### src/sv/dgic_pkg.sv
// Shared types and constants of the delta group image channel decoder.
// Used by dgic_bitbuf and delta_group_image_channel_decoder; depends on nothing.
`default_nettype none

package dgic_pkg;

   localparam int BUF_WIDTH   = 16;
   localparam int HELD_WIDTH  = 5;
   localparam int COUNT_WIDTH = 4;

   localparam logic [4:0] BUF_FULL = 5'd16;

   localparam logic [3:0] LIT_WIDTH = 4'd8;
   localparam logic [3:0] HDR_WIDTH = 4'd3;
   localparam logic [3:0] EXT_WIDTH = 4'd1;

   localparam logic [2:0] HDR_RUN = 3'd0;
   localparam logic [2:0] HDR_EXT = 3'd7;

   localparam logic [2:0] GROUP_FIELDS = 3'd4;
   localparam logic [2:0] RUN_LENGTH   = 3'd4;
   localparam logic [3:0] MAX_RESULTS  = 4'd12;
   localparam logic [1:0] PLANE_LAST   = 2'd2;

   localparam logic [1:0] REG_WIDTH  = 2'd0;
   localparam logic [1:0] REG_HEIGHT = 2'd1;

   typedef struct packed {
      logic       clear;
      logic       load;
      logic [7:0] load_byte;
      logic       take;
      logic [3:0] take_count;
   } bit_ctrl_type;

   typedef struct packed {
      logic [4:0] bits_held;
      logic [7:0] value;
   } bit_stat_type;

endpackage

`default_nettype wire

### src/sv/dgic_bitbuf.sv
// Bit buffer of the decoder: shifts in stream bytes and hands out fields MSB first.
// Depends on dgic_pkg for its control and status structs.
`default_nettype none

module dgic_bitbuf (
   input  wire logic                  clock,
   input  wire logic                  reset,
   input  wire dgic_pkg::bit_ctrl_type ctrl,
   output dgic_pkg::bit_stat_type     stat
);

   logic [15:0] bit_buffer_ff;
   logic [4:0]  bits_held_ff;
   logic [4:0]  held_left;
   logic [16:0] keep_mask;
   logic [15:0] shifted;
   logic [8:0]  take_mask;

   always_comb begin
      held_left = bits_held_ff - 5'(ctrl.take_count);
      keep_mask = (17'd1 << held_left) - 17'd1;
      shifted   = bit_buffer_ff >> held_left;
      take_mask = (9'd1 << ctrl.take_count) - 9'd1;
   end

   assign stat.bits_held = bits_held_ff;
   assign stat.value     = shifted[7:0] & take_mask[7:0];

   always_ff @(posedge clock) begin
      if (reset || ctrl.clear) begin
         bit_buffer_ff <= '0;
         bits_held_ff  <= '0;
      end else if (ctrl.load) begin
         bit_buffer_ff <= {bit_buffer_ff[7:0], ctrl.load_byte};
         bits_held_ff  <= (bits_held_ff >= 5'd8) ? dgic_pkg::BUF_FULL : bits_held_ff + 5'd8;
      end else if (ctrl.take) begin
         bit_buffer_ff <= bit_buffer_ff & keep_mask[15:0];
         bits_held_ff  <= held_left;
      end
   end

   a_held_range: assert property (@(posedge clock) disable iff (reset)
      bits_held_ff <= dgic_pkg::BUF_FULL)
      else $error("bit count beyond buffer size");

   a_take_enough: assert property (@(posedge clock) disable iff (reset)
      ctrl.take |-> (5'(ctrl.take_count) <= bits_held_ff && ctrl.take_count != 4'd0))
      else $error("field taken with too few bits held");

endmodule

`default_nettype wire

### src/sv/delta_group_image_channel_decoder.sv
// Delta group image channel decoder: turns stream bytes into serpentine-ordered samples.
// Depends on dgic_pkg and instantiates dgic_bitbuf.
//
// Each accepted byte is decoded by a small sequencer around one shared bit extractor: it
// accepts the byte, takes each literal, header, field or run sample in turn, then closes
// the transfer group; a stalled result side holds any step that emits a sample. A byte
// can yield up to twelve samples and the last one carries run_last. Writing either size
// register restarts decoding of a new image; after the final sample of the third plane
// further bytes are accepted and ignored.
`default_nettype none

module delta_group_image_channel_decoder (
   input  wire logic        clock,
   input  wire logic        reset,
   input  wire logic        req_valid,
   output logic             req_ready,
   input  wire logic [7:0]  req_stream_byte,
   output logic             rsp_valid,
   input  wire logic        rsp_ready,
   output logic [15:0]      rsp_pixel_x,
   output logic [15:0]      rsp_pixel_y,
   output logic [1:0]       rsp_component,
   output logic [7:0]       rsp_sample_value,
   output logic             rsp_run_last,
   output logic             rsp_image_done,
   input  wire logic        csr_valid,
   output logic             csr_ready,
   input  wire logic [1:0]  csr_index,
   input  wire logic [15:0] csr_data
);

   typedef enum logic [1:0] {ST_IDLE, ST_DECODE, ST_RUN, ST_FLUSH} state_type;
   typedef enum logic [2:0] {PH_LIT, PH_HDR, PH_EXT, PH_FIELD, PH_DROP, PH_DONE} phase_type;

   state_type   state_ff;
   phase_type   phase_ff;
   logic [15:0] width_ff, height_ff;
   logic [7:0]  current_ff;
   logic [3:0]  field_width_ff;
   logic [2:0]  fields_left_ff;
   logic [2:0]  run_count_ff;
   logic [1:0]  plane_ff;
   logic        plane_done_ff;
   logic [15:0] col_ff, row_ff;
   logic        finished_ff;
   logic [3:0]  count_ff;

   logic        hold_valid_ff;
   logic [15:0] hold_x_ff, hold_y_ff;
   logic [1:0]  hold_comp_ff;
   logic [7:0]  hold_value_ff;
   logic        hold_done_ff;

   logic        rsp_valid_ff;
   logic [15:0] rsp_x_ff, rsp_y_ff;
   logic [1:0]  rsp_comp_ff;
   logic [7:0]  rsp_value_ff;
   logic        rsp_last_ff;
   logic        rsp_done_ff;

   dgic_pkg::bit_ctrl_type bit_ctrl;
   dgic_pkg::bit_stat_type bit_stat;

   logic [3:0]  need;
   logic        have_bits, emit_needed, out_free, can_emit;
   logic        step_go, step_end, run_go, run_emit, emit, is_last, adv_plane;
   logic        push, push_last, req_fire, csr_fire;
   logic [7:0]  v, half, field_value, emit_value;
   logic [15:0] emit_x;

   assign v = bit_stat.value;

   always_comb begin
      unique case (phase_ff)
         PH_LIT:  need = dgic_pkg::LIT_WIDTH;
         PH_HDR:  need = dgic_pkg::HDR_WIDTH;
         PH_EXT:  need = dgic_pkg::EXT_WIDTH;
         default: need = field_width_ff;
      endcase
   end

   always_comb begin
      half        = {1'b0, v[7:1]};
      if (field_width_ff == dgic_pkg::LIT_WIDTH) begin
         field_value = v;
      end else if (v[0]) begin
         field_value = current_ff + half + 8'd1;
      end else begin
         field_value = current_ff - half;
      end
      have_bits   = (need != 4'd0) && (need <= dgic_pkg::LIT_WIDTH)
                    && (bit_stat.bits_held >= 5'(need));
      emit_needed = ((phase_ff == PH_LIT) && !plane_done_ff) || (phase_ff == PH_FIELD);
      out_free    = !rsp_valid_ff || rsp_ready;
      can_emit    = !hold_valid_ff || out_free;
      step_go     = (state_ff == ST_DECODE) && !finished_ff && (count_ff != dgic_pkg::MAX_RESULTS)
                    && have_bits && (!emit_needed || can_emit);
      step_end    = (state_ff == ST_DECODE) && (finished_ff
                    || (count_ff == dgic_pkg::MAX_RESULTS) || !have_bits);
      run_go      = (state_ff == ST_RUN) && (run_count_ff != dgic_pkg::RUN_LENGTH)
                    && !plane_done_ff && (count_ff != dgic_pkg::MAX_RESULTS);
      run_emit    = run_go && can_emit;
      emit        = (step_go && emit_needed) || run_emit;
      is_last     = (col_ff == width_ff - 16'd1) && (row_ff == height_ff - 16'd1);
      emit_x      = row_ff[0] ? (width_ff - 16'd1 - col_ff) : col_ff;
      if (state_ff == ST_RUN) begin
         emit_value = current_ff;
      end else if (phase_ff == PH_LIT) begin
         emit_value = v;
      end else begin
         emit_value = field_value;
      end
      adv_plane   = (step_go && (((phase_ff == PH_LIT) && !plane_done_ff && is_last)
                    || ((phase_ff == PH_FIELD) && is_last && (fields_left_ff == 3'd1))
                    || (phase_ff == PH_DROP)))
                    || ((state_ff == ST_RUN) && !run_go && plane_done_ff);
      push_last   = (state_ff == ST_FLUSH);
      push        = (emit && hold_valid_ff) || (push_last && hold_valid_ff && out_free);
      req_fire    = req_valid && req_ready;
      csr_fire    = csr_valid && csr_ready;
   end

   assign req_ready = (state_ff == ST_IDLE);
   assign csr_ready = (state_ff == ST_IDLE);

   always_comb begin
      bit_ctrl.clear      = csr_fire && ((csr_index == dgic_pkg::REG_WIDTH)
                            || (csr_index == dgic_pkg::REG_HEIGHT));
      bit_ctrl.load       = req_fire && !finished_ff;
      bit_ctrl.load_byte  = req_stream_byte;
      bit_ctrl.take       = step_go;
      bit_ctrl.take_count = need;
   end

   dgic_bitbuf u_bitbuf (
      .clock (clock),
      .reset (reset),
      .ctrl  (bit_ctrl),
      .stat  (bit_stat)
   );

   always_ff @(posedge clock) begin
      if (reset) begin
         state_ff       <= ST_IDLE;
         phase_ff       <= PH_LIT;
         width_ff       <= 16'd1;
         height_ff      <= 16'd1;
         current_ff     <= '0;
         field_width_ff <= '0;
         fields_left_ff <= '0;
         run_count_ff   <= '0;
         plane_ff       <= '0;
         plane_done_ff  <= 1'b0;
         col_ff         <= '0;
         row_ff         <= '0;
         finished_ff    <= 1'b0;
         count_ff       <= '0;
         hold_valid_ff  <= 1'b0;
         rsp_valid_ff   <= 1'b0;
      end else begin
         if (push) begin
            rsp_valid_ff <= 1'b1;
            rsp_x_ff     <= hold_x_ff;
            rsp_y_ff     <= hold_y_ff;
            rsp_comp_ff  <= hold_comp_ff;
            rsp_value_ff <= hold_value_ff;
            rsp_done_ff  <= hold_done_ff;
            rsp_last_ff  <= push_last;
         end else if (rsp_ready) begin
            rsp_valid_ff <= 1'b0;
         end

         if (emit) begin
            hold_valid_ff <= 1'b1;
            hold_x_ff     <= emit_x;
            hold_y_ff     <= row_ff;
            hold_comp_ff  <= plane_ff;
            hold_value_ff <= emit_value;
            hold_done_ff  <= (plane_ff == dgic_pkg::PLANE_LAST) && is_last;
            count_ff      <= count_ff + 4'd1;
            plane_done_ff <= is_last;
            if (col_ff == width_ff - 16'd1) begin
               col_ff <= '0;
               row_ff <= row_ff + 16'd1;
            end else begin
               col_ff <= col_ff + 16'd1;
            end
         end else if (push) begin
            hold_valid_ff <= 1'b0;
         end

         unique case (state_ff)
            ST_IDLE: begin
               if (csr_fire && bit_ctrl.clear) begin
                  if (csr_index == dgic_pkg::REG_WIDTH) begin
                     width_ff      <= csr_data;
                     plane_done_ff <= (csr_data == 16'd0) || (height_ff == 16'd0);
                  end else begin
                     height_ff     <= csr_data;
                     plane_done_ff <= (csr_data == 16'd0) || (width_ff == 16'd0);
                  end
                  phase_ff       <= PH_LIT;
                  current_ff     <= '0;
                  field_width_ff <= '0;
                  fields_left_ff <= '0;
                  plane_ff       <= '0;
                  col_ff         <= '0;
                  row_ff         <= '0;
                  finished_ff    <= 1'b0;
               end else if (req_fire && !finished_ff) begin
                  count_ff <= '0;
                  state_ff <= ST_DECODE;
               end
            end
            ST_DECODE: begin
               if (step_go) begin
                  unique case (phase_ff)
                     PH_LIT: begin
                        current_ff <= v;
                        if (plane_done_ff) begin
                           finished_ff <= 1'b1;
                           phase_ff    <= PH_DONE;
                        end else begin
                           phase_ff <= PH_HDR;
                        end
                     end
                     PH_HDR: begin
                        if (v[2:0] == dgic_pkg::HDR_RUN) begin
                           run_count_ff <= '0;
                           state_ff     <= ST_RUN;
                        end else if (v[2:0] == dgic_pkg::HDR_EXT) begin
                           phase_ff <= PH_EXT;
                        end else begin
                           field_width_ff <= {1'b0, v[2:0]} + 4'd2;
                           fields_left_ff <= dgic_pkg::GROUP_FIELDS;
                           phase_ff       <= PH_FIELD;
                        end
                     end
                     PH_EXT: begin
                        field_width_ff <= {3'b000, v[0]} + 4'd1;
                        fields_left_ff <= dgic_pkg::GROUP_FIELDS;
                        phase_ff       <= PH_FIELD;
                     end
                     PH_FIELD: begin
                        current_ff     <= field_value;
                        fields_left_ff <= fields_left_ff - 3'd1;
                        if (is_last && (fields_left_ff != 3'd1)) begin
                           phase_ff <= PH_DROP;
                        end else if (fields_left_ff == 3'd1) begin
                           phase_ff <= PH_HDR;
                        end
                     end
                     PH_DROP: begin
                        fields_left_ff <= '0;
                     end
                     default: begin
                        phase_ff <= PH_DONE;
                     end
                  endcase
               end else if (step_end) begin
                  state_ff <= ST_FLUSH;
               end
            end
            ST_RUN: begin
               if (run_emit) begin
                  run_count_ff <= run_count_ff + 3'd1;
               end else if (!run_go) begin
                  state_ff <= ST_DECODE;
               end
            end
            ST_FLUSH: begin
               if (!hold_valid_ff || out_free) begin
                  state_ff <= ST_IDLE;
               end
            end
            default: begin
               state_ff <= ST_IDLE;
            end
         endcase

         if (adv_plane) begin
            if (plane_ff == dgic_pkg::PLANE_LAST) begin
               finished_ff <= 1'b1;
               phase_ff    <= PH_DONE;
            end else begin
               plane_ff      <= plane_ff + 2'd1;
               plane_done_ff <= 1'b0;
               col_ff        <= '0;
               row_ff        <= '0;
               phase_ff      <= PH_LIT;
            end
         end
      end
   end

   assign rsp_valid        = rsp_valid_ff;
   assign rsp_pixel_x      = rsp_x_ff;
   assign rsp_pixel_y      = rsp_y_ff;
   assign rsp_component    = rsp_comp_ff;
   assign rsp_sample_value = rsp_value_ff;
   assign rsp_run_last     = rsp_last_ff;
   assign rsp_image_done   = rsp_done_ff;

   a_idle_hold_empty: assert property (@(posedge clock) disable iff (reset)
      (state_ff == ST_IDLE) |-> !hold_valid_ff)
      else $error("pending sample left behind at end of byte");

   a_result_bound: assert property (@(posedge clock) disable iff (reset)
      count_ff <= dgic_pkg::MAX_RESULTS)
      else $error("too many samples for one byte");

   a_emit_in_plane: assert property (@(posedge clock) disable iff (reset)
      emit |-> (!plane_done_ff && !finished_ff))
      else $error("sample produced past the end of a plane");

   a_flush_marks_last: assert property (@(posedge clock) disable iff (reset)
      (push && (state_ff == ST_FLUSH)) |=> (rsp_valid_ff && rsp_last_ff))
      else $error("closing transfer lost its run_last flag");

endmodule

`default_nettype wire

### config.mk
export PLATFORM = sky130hd
export DESIGN_NAME = delta_group_image_channel_decoder
export DESIGN_NICKNAME = d
export VERILOG_FILES = /design/src/sv/dgic_pkg.sv /design/src/sv/dgic_bitbuf.sv /design/src/sv/delta_group_image_channel_decoder.sv
export SDC_FILE = /design/constraint.sdc
export NUM_CORES = 1
export LEC_CHECK = 0
export BUFFER_PORTS_ARGS = -buffer_cell sky130_fd_sc_hd__buf_2
export CAP_MARGIN = 20
export CORE_UTILIZATION = 66
export CTS_CLUSTER_SIZE = 40
export DETAILED_ROUTE_END_ITERATION = 8
export PLACE_DENSITY_LB_ADDON = 0.2
export SYNTH_ARGS = -nofsm -noshare
export SYNTH_HDL_FRONTEND = slang
export SYNTH_SLANG_ARGS = --single-unit
### constraint.sdc
create_clock -name clock -period 14.2 [get_ports clock]
set_clock_uncertainty 0.05 [all_clocks]
set_input_delay 2.84 -clock clock [delete_from_list [all_inputs] [get_ports clock]]
set_output_delay 2.84 -clock clock [all_outputs]
set_load 0.05 [all_outputs]
# Yosys cells after proc, flatten, opt, wreduce, memory -nomap -nowiden
# Index checks and enable logic that the tools add are counted.
[word_totals]
reg_bits = 205
inputBits = 31
out_inout_bits = 47
elab_cells = 263
[op_classes]
addsub = 18
n_lt_le_gt_ge = 3
n_eq_ne = 41
shifts = 3
n_mux = 89
n_bitwise = 4
n_reduce_logical = 76
[op_table]
columns = ["operator", "n"]
rows = [
  ["$mux 16", 15],
  ["$logic_not 16->1", 3],
  ["$mux 8", 6],
  ["$sub 16x1->16 const B", 3],
  ["$mux 3", 15],
  ["$add 16x1->16 const B", 2],
  ["$eq 16x16->1", 2],
  ["$mux 4", 8],
  ["$pmux 8 s2", 2],
  ["$logic_and 1x1->1", 30],
  ["$mux 2", 13],
  ["$ne 3x3->1 const B", 7],
  ["$pmux 3 s2", 3],
  ["$reduce_and 6->1", 3],
  ["$mux 1", 17],
  ["$and 16x16->16", 1],
  ["$pmux 4 s2", 2],
  ["$shl 1x5->16 const A", 1],
  ["$shr 16x5->8", 1],
  ["$sub 16x16->16", 1],
  ["$logic_or 1x1->1", 15],
  ["$mux 5", 3],
  ["$pmux 3 s5", 1],
  ["$ne 2x2->1 const B", 6],
  ["45 further kinds", 74],
]

# Depth between registers and ports, before layout
# Gate-level depths: netlist (run 1).
[logic_depth]
depth_word = 14
mapped_depth = 22
mapped_depth_nobuf = 21

# Modules after synthesis
# Synthesis (run 1) repeated with hierarchy kept, for this count alone.
[unflattened]
cells_unflattened = 1337
hier_area_um2 = 12077.8
[modules_own_cells]
columns = ["module", "instances", "cells_each", "area_each_um2", "seq_area_each_um2"]
rows = [
  ["delta_group_image_channel_decoder", 1, 1078, 10037.1, 4554.4],
  ["dgic_bitbuf", 1, 259, 2040.7, 420.4],
]

# Worst setup path after synthesis (run 1)
# No wires, ideal clock.
[synth_path]
path_kind = "in2reg"
startpoint = "input port rsp_ready"
endpoint = "register rsp_comp_ff[0], in the netlist rsp_component[0] (enable)"
setup_time_ps = 502
t_arrival_ps = 6422
t_required_ps = 13648
slack_ps = 7227
stages = 5
n_path_buf = 0
path_cell_list = "nand2b_1 -> nor2_1 -> nor2_1 -> a21oi_1 -> nor3_1"
[synth_between]
elab_chain_cells = 9
word_cells_on_any_way = 11
cone_classes = "reduce/logical (11)"
[synth_lines]
columns = ["item", "line_no", "text"]
rows = [
  ["from (decl)", "delta_group_image_channel_decoder.sv:19", "input wire logic rsp_ready,"],
  ["$logic_or 1x1->1 *", "delta_group_image_channel_decoder.sv:94", "out_free = !rsp_valid_ff || rsp_ready;"],
  ["$logic_or 1x1->1", "delta_group_image_channel_decoder.sv:95", "can_emit = !hold_valid_ff || out_free;"],
  ["$logic_or 1x1->1", "delta_group_image_channel_decoder.sv:97", "&& have_bits && (!emit_needed || can_emit);"],
  ["$logic_and 1x1->1", "delta_group_image_channel_decoder.sv:97", ""],
  ["$logic_and 1x1->1", "delta_group_image_channel_decoder.sv:103", "emit = (step_go && emit_needed) || run_emit;"],
  ["$logic_or 1x1->1", "delta_group_image_channel_decoder.sv:103", ""],
  ["$logic_and 1x1->1", "delta_group_image_channel_decoder.sv:118", "push = (emit && hold_valid_ff) || (push_last && hold_valid_ff && out_free);"],
  ["$logic_or 1x1->1 *", "delta_group_image_channel_decoder.sv:118", ""],
  ["$reduce_and 2->1 (no source line) *", "--", ""],
  ["to (signal assigned)", "delta_group_image_channel_decoder.sv:165", "rsp_comp_ff <= hold_comp_ff;"],
  ["to (decl)", "delta_group_image_channel_decoder.sv:56", "logic [1:0] rsp_comp_ff;"],
]
# Every way passes the cells marked *; elsewhere a longest branch is shown, timed or not.
# A chain may end at the register's enable or synchronous reset.

# Final worst setup path (run 1)
[layout_path]
startpoint = "register phase_ff[1]"
endpoint = "register hold_value_ff[7], data pin"
[layout_between]
elab_chain_cells = 11
word_cells_on_any_way = 16
cone_classes = "add/sub (5); eq/ne (2); shift (2); mux (5); bitwise (1); reduce/logical (1)"
[layout_lines]
columns = ["item", "line_no", "text"]
rows = [
  ["from (decl)", "delta_group_image_channel_decoder.sv:36", "phase_type phase_ff;"],
  ["from (signal assigned)", "delta_group_image_channel_decoder.sv:145", "phase_ff <= PH_LIT;"],
  ["from (signal assigned)", "delta_group_image_channel_decoder.sv:202", "phase_ff <= PH_LIT;"],
  ["from (signal assigned)", "delta_group_image_channel_decoder.sv:222", "phase_ff <= PH_DONE;"],
  ["$eq 3x2->1, or another cell as far along", "delta_group_image_channel_decoder.sv:74", "unique case (phase_ff)"],
  ["$pmux 4 s3", "delta_group_image_channel_decoder.sv:74", ""],
  ["$sub 5x4->5 / $shl 1x4->8 (equally long branches)", "dgic_bitbuf.sv:20, dgic_bitbuf.sv:23", ""],
  ["$shr 16x5->8 / $sub 8x1->8 (equally long branches)", "dgic_bitbuf.sv:22, dgic_bitbuf.sv:23", ""],
  ["$and 8x8->8", "dgic_bitbuf.sv:27", "assign stat.value = shifted[7:0] & take_mask[7:0];"],
  ["$add 8x7->8", "delta_group_image_channel_decoder.sv:87", "field_value = current_ff + half + 8'd1;"],
  ["$add 8x1->8", "delta_group_image_channel_decoder.sv:87", ""],
  ["$mux 8", "delta_group_image_channel_decoder.sv:86", "end else if (v[0]) begin"],
  ["$mux 8", "delta_group_image_channel_decoder.sv:84", "if (field_width_ff == dgic_pkg::LIT_WIDTH) begin"],
  ["$mux 8 *", "delta_group_image_channel_decoder.sv:108", "end else if (phase_ff == PH_LIT) begin"],
  ["$mux 8 *", "delta_group_image_channel_decoder.sv:106", "if (state_ff == ST_RUN) begin"],
  ["net emit_value[7]", "delta_group_image_channel_decoder.sv:68", "logic [7:0] v, half, field_value, emit_value;"],
  ["to (signal assigned)", "delta_group_image_channel_decoder.sv:178", "hold_value_ff <= emit_value;"],
  ["to (decl)", "delta_group_image_channel_decoder.sv:51", "logic [7:0] hold_value_ff;"],
]
# Mark *: on every way through the listed nets, which the timed path passes. The rest lies on a longest branch.

==> results of run 1 <==
layout make-up:
class | count | area (um^2) | area share [%]
Multi-Input combinational cell | 981 | 6305 | 48.66
Sequential cell | 205 | 4975 | 38.39
Clock buffer | 28 | 573.1 | 4.423
Timing Repair Buffer | 90 | 489.2 | 3.776
Tap cell | 225 | 281.5 | 2.173
Inverter | 56 | 210.2 | 1.622
Clock inverter | 12 | 123.9 | 0.9560
flip-flops by register name, summed over array words and instances (netlist names), 2 cells and up, named ones only:
register	cells
col_ff	16
height_ff	16
hold_x_ff	16
hold_y_ff	16
row_ff	16
rsp_pixel_x	16
rsp_pixel_y	16
u_bitbuf.bit_buffer_ff	16
width_ff	16
current_ff	8
hold_value_ff	8
rsp_sample_value	8
u_bitbuf.bits_held_ff	5
count_ff	4
field_width_ff	4
fields_left_ff	3
phase_ff	3
run_count_ff	3
hold_comp_ff	2
rsp_component	2
state_ff	2
path summary, 6_finish.rpt:
kind | endpoint | slack [ps] | start | cells past startpoint
setup / recovery | hold_value_ff[7] | 8630 | phase_ff[1] | 19
hold / removal | rsp_pixel_x[13] | 370 | hold_x_ff[13] | 0
setup reg to reg | hold_value_ff[7] | 8630 | phase_ff[1] | 19
hold reg to reg | rsp_pixel_x[13] | 370 | hold_x_ff[13] | 0
cells in the mapped netlist (8+ instances only):
master	instances	area, um^2
a211oi_1	11	82.58
o31ai_1	11	82.58
a21o_1	11	82.58
o211ai_1	13	97.59
inv_1	56	210.2
nand4_1	18	112.6
ha_1	47	588.1
nor2b_1	9	56.30
o21ai_0	53	265.3
xor2_1	36	315.3
nand2_1	185	694.4
mux2i_1	23	230.2
edfxtp_1	87	2613
nand2b_1	13	81.33
and2_1	9	56.30
nor3_1	32	160.2
clkbuf_1	51	191.4
dfxtp_1	118	2362
nor2_1	108	405.4
o21bai_1	10	75.07
or3_1	25	156.4
a21oi_1	127	635.6
nand3_1	35	175.2
nor4_1	22	137.6
nor2_2	10	62.56
a211o_1	8	70.07
xnor2_1	53	464.2
mux4_2	13	292.8
worst max-delay path, stage by stage (launching register included):
cell and delay (ps):
dfxtp_1 640, a21oi_1 210, nor2_1 230, nor2_1 80, ha_1 210, fa_1 500
nand2b_1 200, a21oi_1 230, xor2_1 560, o2111ai_2 440, ha_1 430, o21bai_1 70
a21oi_1 200, o21bai_1 90, a21oi_1 190, nor3_1 60, or4_1 460, o211ai_1 180
o32a_1 210, o22ai_1 80
kinds of logic (layout without fill, tap and decap cells):
family,Yosys count,count (layout),share of synthesized area (%)
compound gates,301,301,16.19
xor+xnor,89,89,6.621
fa+ha+maj,51,51,5.675
buf+inv,123,186,4.272
flops,205,205,42.26
mux,37,37,4.538
simple gates,503,503,20.45
through the flow:
step / std cells / hold WS [ps]
6_report: 1597 / 366.3
2_1_floorplan: 1309 / 350.3
5_1_grt: 1597 / 370.4
3_5_place_dp: 1556 / 354.5
3_3_place_gp: 1556 / 350.5
4_1_cts: 1596 / 367.5
power by group:
group          internal (mW)  switching (mW)  total, mW  leakage (nW)
Sequential             0.692          0.0504      0.743          1.75
Combinational          0.413           0.730       1.14          2.83
Clock                  0.324           0.233      0.556         0.338
layer usage:
layer	vias to the layer above	track usage [%]
met5	-	0
met4	0	9.613
met3	63	4.078
met2	410	50.82
met1	4677	39.35
li1	4799	-
==> flow_metrics.py, run 1 <==
metrics = {
    "run_status": {
        "status": "finished clean",
    },
    "layout": {
        "final_cell_mix": "nand2_1 (185), a21oi_1 (127), dfxtp_1 (118), nor2_1 (108), edfxtp_1 (87)",
        "drive_gt1_share_pct": 12.03,
        "fillers": 1224,
        "diodes": 0,
        "design_area_um2": 12960,
        "final_core_util_pct": 74.65,
        "syn2layout_area_growth_pct": 10.06,
        "fin_nets": 1438,
        "layout_commonest_cell": "nand2_1",
    },
    "logic_synthesis": {
        "syn_area_per_cell_um2": 8.994,
        "ys_ff_latch": 205,
        "syn-num-nets": 1391,
        "async_flop_share_pct": 0,
        "synthesis.area_um2": 11770,
        "synth_edf_count": 87,
        "yosys_warnings": 0,
        "yosysUniqueCellTypes": 81,
        "syn_inst": 1309,
        "yosysSeqAreaShare_pct": 42.26,
        "ys.flop_type": "dfxtp_1",
    },
    "route": {
        "dr.max_layer_used": "met4",
        "route.met2.wl_um": 13290,
        "ant_nets": 0,
        "drc_errors": 0,
        "drt_iter0_drc": 1006,
        "wire_per_inst_um": 17.22,
        "dr.pass1.iters": 8,
        "via_per_inst": 6.230,
        "dr_wl_met3_um": 2068,
        "met1_length_um": 11420,
        "wirelength_um": 27490,
        "num_vias": 9949,
    },
    "placed_design": {
        "dp_hpwl_um": 19510,
        "portBuffers": 77,
        "post-place-ws_ps": 8400,
        "dpl_cell_area_um2": 12250,
        "gp_congestion": 0.9280,
    },
    "global_route": {
        "grt_pass1_wl_um": 44640,
        "grt-ovfl-total": 0,
        "grt_max_degree": 63,
        "antenna_found_initial": 0,
        "gr-usage-all-layers_pct": 29.94,
        "grt_pass1_vias": 9247,
    },
    "clock_tree": {
        "clk_latency_ps": 520,
        "cts_resized": 0,
        "clock_sinks": 205,
        "clkTransAtPathRegs_ps": 60,
        "cts_made_buffers": 22,
        "cts_tree": "yes",
        "hold_buffers": 0,
        "h-tree-depth": 1,
        "root_buffer": "clkbuf_16",
        "post_cts_buffers": 0,
        "cts_buffer_depth": 3,
    },
    "worst_setup_path": {
        "crit_type": "reg -> reg",
        "worst_setup_path_start_kind": "register",
        "worstPathMaxFanout": 16,
        "worstPathArrival_ps": 5770,
        "crit_path_end_kind": "register",
        "cp.required_ps": 14400,
    },
    "floorplan": {
        "rows": 48,
        "dieArea_um2": 18380,
        "fp.dieW_um": 135.6,
        "die_h_um": 135.6,
        "coreArea_um2": 17360,
        "io_pins": 78,
        "start_util_pct": 67.83,
    },
    "timing": {
        "worst_pin_slew_ps": 1139,
        "relSlewSlack_pct": 23.81,
        "fin_crit_ps": 5568,
        "fmax_mhz": 179.6,
        "setup_ws_ps": 8632,
        "grt_setup_unrepaired": "false",
        "setup_viol": 0,
        "slew_violations": 0,
        "hold_violations": 0,
        "fin_setup_tns_ps": 0,
        "finalCritPeriodShare_pct": 39.21,
    },
    "power_and_ir_drop": {
        "ir_worst_vdd_uv": 199.4,
        "power_mw": 2.442,
        "p_per_area_nw_per_um2": 188.4,
        "p_leak_nw": 4.919,
    },
    "worst_hold_path": {
        "min_path_type": "reg -> reg",
    },
    "flow_run": {
        "drv_cap": 0,
    },
}
No activity file was read; power rests on OpenSTA's default activity.
==> run 2, diff against run 1 <==
--- a/config.mk
+++ b/config.mk
@@ -7,7 +7,7 @@
 export LEC_CHECK = 0
 export BUFFER_PORTS_ARGS = -buffer_cell sky130_fd_sc_hd__buf_2
 export CAP_MARGIN = 20
-export CORE_UTILIZATION = 66
+export CORE_UTILIZATION = 56
 export CTS_CLUSTER_SIZE = 40
 export DETAILED_ROUTE_END_ITERATION = 8
 export PLACE_DENSITY_LB_ADDON = 0.2
==> constraint.sdc (replaced) <==
create_clock -name clock -period 4.73 [get_ports clock]
set_clock_uncertainty 0.05 [all_clocks]
set_input_delay 0.946 -clock clock [delete_from_list [all_inputs] [get_ports clock]]
set_output_delay 0.946 -clock clock [all_outputs]
set_load 0.05 [all_outputs]
==> flow_metrics.py, run 2 (synthesis results as in run 1) <==
metrics = {
    "run_status": {
        "status": "finished clean",
    },
    "timing": {
        "fmax_mhz": 219.9,
        "setup_viol": 0,
        "fin_crit_ps": 4547,
        "relSlewSlack_pct": 28.26,
        "finalCritPeriodShare_pct": 96.12,
        "worst_pin_slew_ps": 1068,
        "hold_violations": 0,
        "slew_violations": 0,
        "hold-worst-slack_ps": 366.5,
    },
    "worst_setup_path": {
        "rr_worst_depth": 20,
        "crit_type": "reg -> reg",
        "worstPathMaxFanout": 13,
        "worstPathArrival_ps": 4750,
        "cp.required_ps": 4940,
        "worst_setup_path_start_kind": "register",
        "crit_path_end_kind": "register",
    },
    "floorplan": {
        "io_pins": 78,
        "dieArea_um2": 21610,
        "start_util_pct": 57.62,
        "coreArea_um2": 20430,
        "die_h_um": 147.0,
        "fp.dieW_um": 147.0,
        "rows": 52,
    },
    "power_and_ir_drop": {
        "p_per_area_nw_per_um2": 602.1,
        "sw_frac_of_total_pct": 39.75,
        "ir_worst_vdd_uv": 479.1,
        "p_leak_nw": 5.232,
        "clkPwrFrac_pct": 24.6,
        "pwr-share-seq_pct": 27.0,
        "p_sw_mw": 3.277,
        "internal-power_mw": 4.968,
        "power_mw": 8.245,
        "p_comb_share_pct": 48.4,
    },
    "clock_tree": {
        "cts_buffer_depth": 3,
        "hold_buffers": 0,
        "root_buffer": "clkbuf_16",
        "h-tree-depth": 1,
        "clock_sinks": 205,
        "clkTransAtPathRegs_ps": 70,
        "cts_tree": "yes",
        "clk_latency_ps": 530,
        "cts_made_buffers": 23,
    },
    "worst_hold_path": {
        "min_path_type": "reg -> reg",
        "worstHoldPathCells": 0,
    },
    "route": {
        "num_vias": 10128,
        "route.met2.wl_um": 14500,
        "dr.pass1.iters": 7,
        "drc_errors": 0,
        "met1_length_um": 12730,
        "dr_wl_met3_um": 1926,
        "wirelength_um": 30190,
        "drt_iter0_drc": 546,
        "via_per_inst": 5.996,
        "wire_per_inst_um": 17.87,
        "ant_nets": 0,
        "dr.max_layer_used": "met4",
    },
    "layout": {
        "fin_nets": 1484,
        "diodes": 0,
        "drive_gt1_share_pct": 17.27,
        "layout_commonest_cell": "nand2_1",
        "final_cell_mix": "nand2_1 (184), a21oi_1 (121), dfxtp_1 (115), nor2_1 (105), edfxtp_1 (87)",
        "syn2layout_area_growth_pct": 16.30,
    },
    "placed_design": {
        "portBuffers": 77,
        "gp_congestion": 0.9407,
        "dp_hpwl_um": 21340,
    },
    "flow_run": {
        "drv_cap": 0,
    },
    "global_route": {
        "grt-ovfl-total": 0,
        "grt_pass1_vias": 9518,
        "grt_pass1_wl_um": 48110,
        "antenna_found_initial": 0,
        "grt_max_degree": 38,
        "gr-usage-all-layers_pct": 27.50,
    },
}
## run 2: final timing paths
| check | from | to | slack (ps) |
|---|---|---|---|
| min reg2reg | hold_x_ff[3] | rsp_pixel_x[3] | 370 |
| max reg2reg | phase_ff[2] | hold_value_ff[7] | 180 |
| max | phase_ff[2] | hold_value_ff[7] | 180 |
| min | hold_x_ff[3] | rsp_pixel_x[3] | 370 |
## run 2: layer usage
layer  vias to the layer above  GRT usage, %
met4                         0         9.639
met2                       344         46.94
met5                         -             0
met1                      4835         35.64
met3                        72         3.975
li1                       4877             -
## run 2: power groups by stage
stage,clock network (mW),logic [mW],registers (mW)
after floorplan,0,2.71,2.25
after global placement,0,3.71,2.25
after detailed placement,0,3.75,2.26
after CTS,2.07,3.79,2.22
after global routing,2.12,4.35,2.25
final,2.03,3.99,2.23
## run 2: area by class of cell
| type | count | area, um^2 |
|---|---|---|
| Fill cell | 1714 | 6738 |
| Multi-Input combinational cell | 981 | 6456 |
| Sequential cell | 205 | 4984 |
| Timing Repair Buffer | 135 | 840.8 |
| Clock buffer | 26 | 586.8 |
| Tap cell | 270 | 337.8 |
| Clock inverter | 16 | 276.5 |
| Inverter | 56 | 210.2 |
## run 2: critical path: stages (launching register included)
cell and delay, ps:
dfxtp_2 340, buf_6 140, nor2_2 100, o22ai_2 90
buf_4 160, ha_1 290, and3b_1 220, or3_4 380
and2_2 240, buf_4 190, a21oi_1 120, a31oi_1 80
a211o_1 310, ha_1 300, inv_1 100, a21oi_2 170
nor3_1 50, or4_1 460, o211ai_1 180, o32a_1 220
o22ai_1 80
## run 2: per-stage QoR
| step | util, % | area (um^2) | cells | worst slack (ps) | setup TNS, ps |
|---|---|---|---|---|---|
| 4_1_cts | 66.08 | 13500 | 1680 | -54.14 | -105.8 |
| 3_5_place_dp | 61.81 | 12630 | 1637 | -41.67 | -71.66 |
| 2_1_floorplan | - | 11820 | 1309 | 9.061 | 0 |
| 6_report | 67.02 | 13690 | 1689 | 183.4 | 0 |
| 5_1_grt | 67.02 | 13690 | 1689 | -21.73 | -21.73 |
| 3_3_place_gp | 61.81 | 12630 | 1637 | 69.33 | 0 |
## run 2: repair_timing
item | 4_1_cts | 5_1_grt
pin swaps | 0 | 8
setup buffers | 1 | 9
gates resized for setup | 0 | 34
endpoints found under the setup margin | 2 | 11
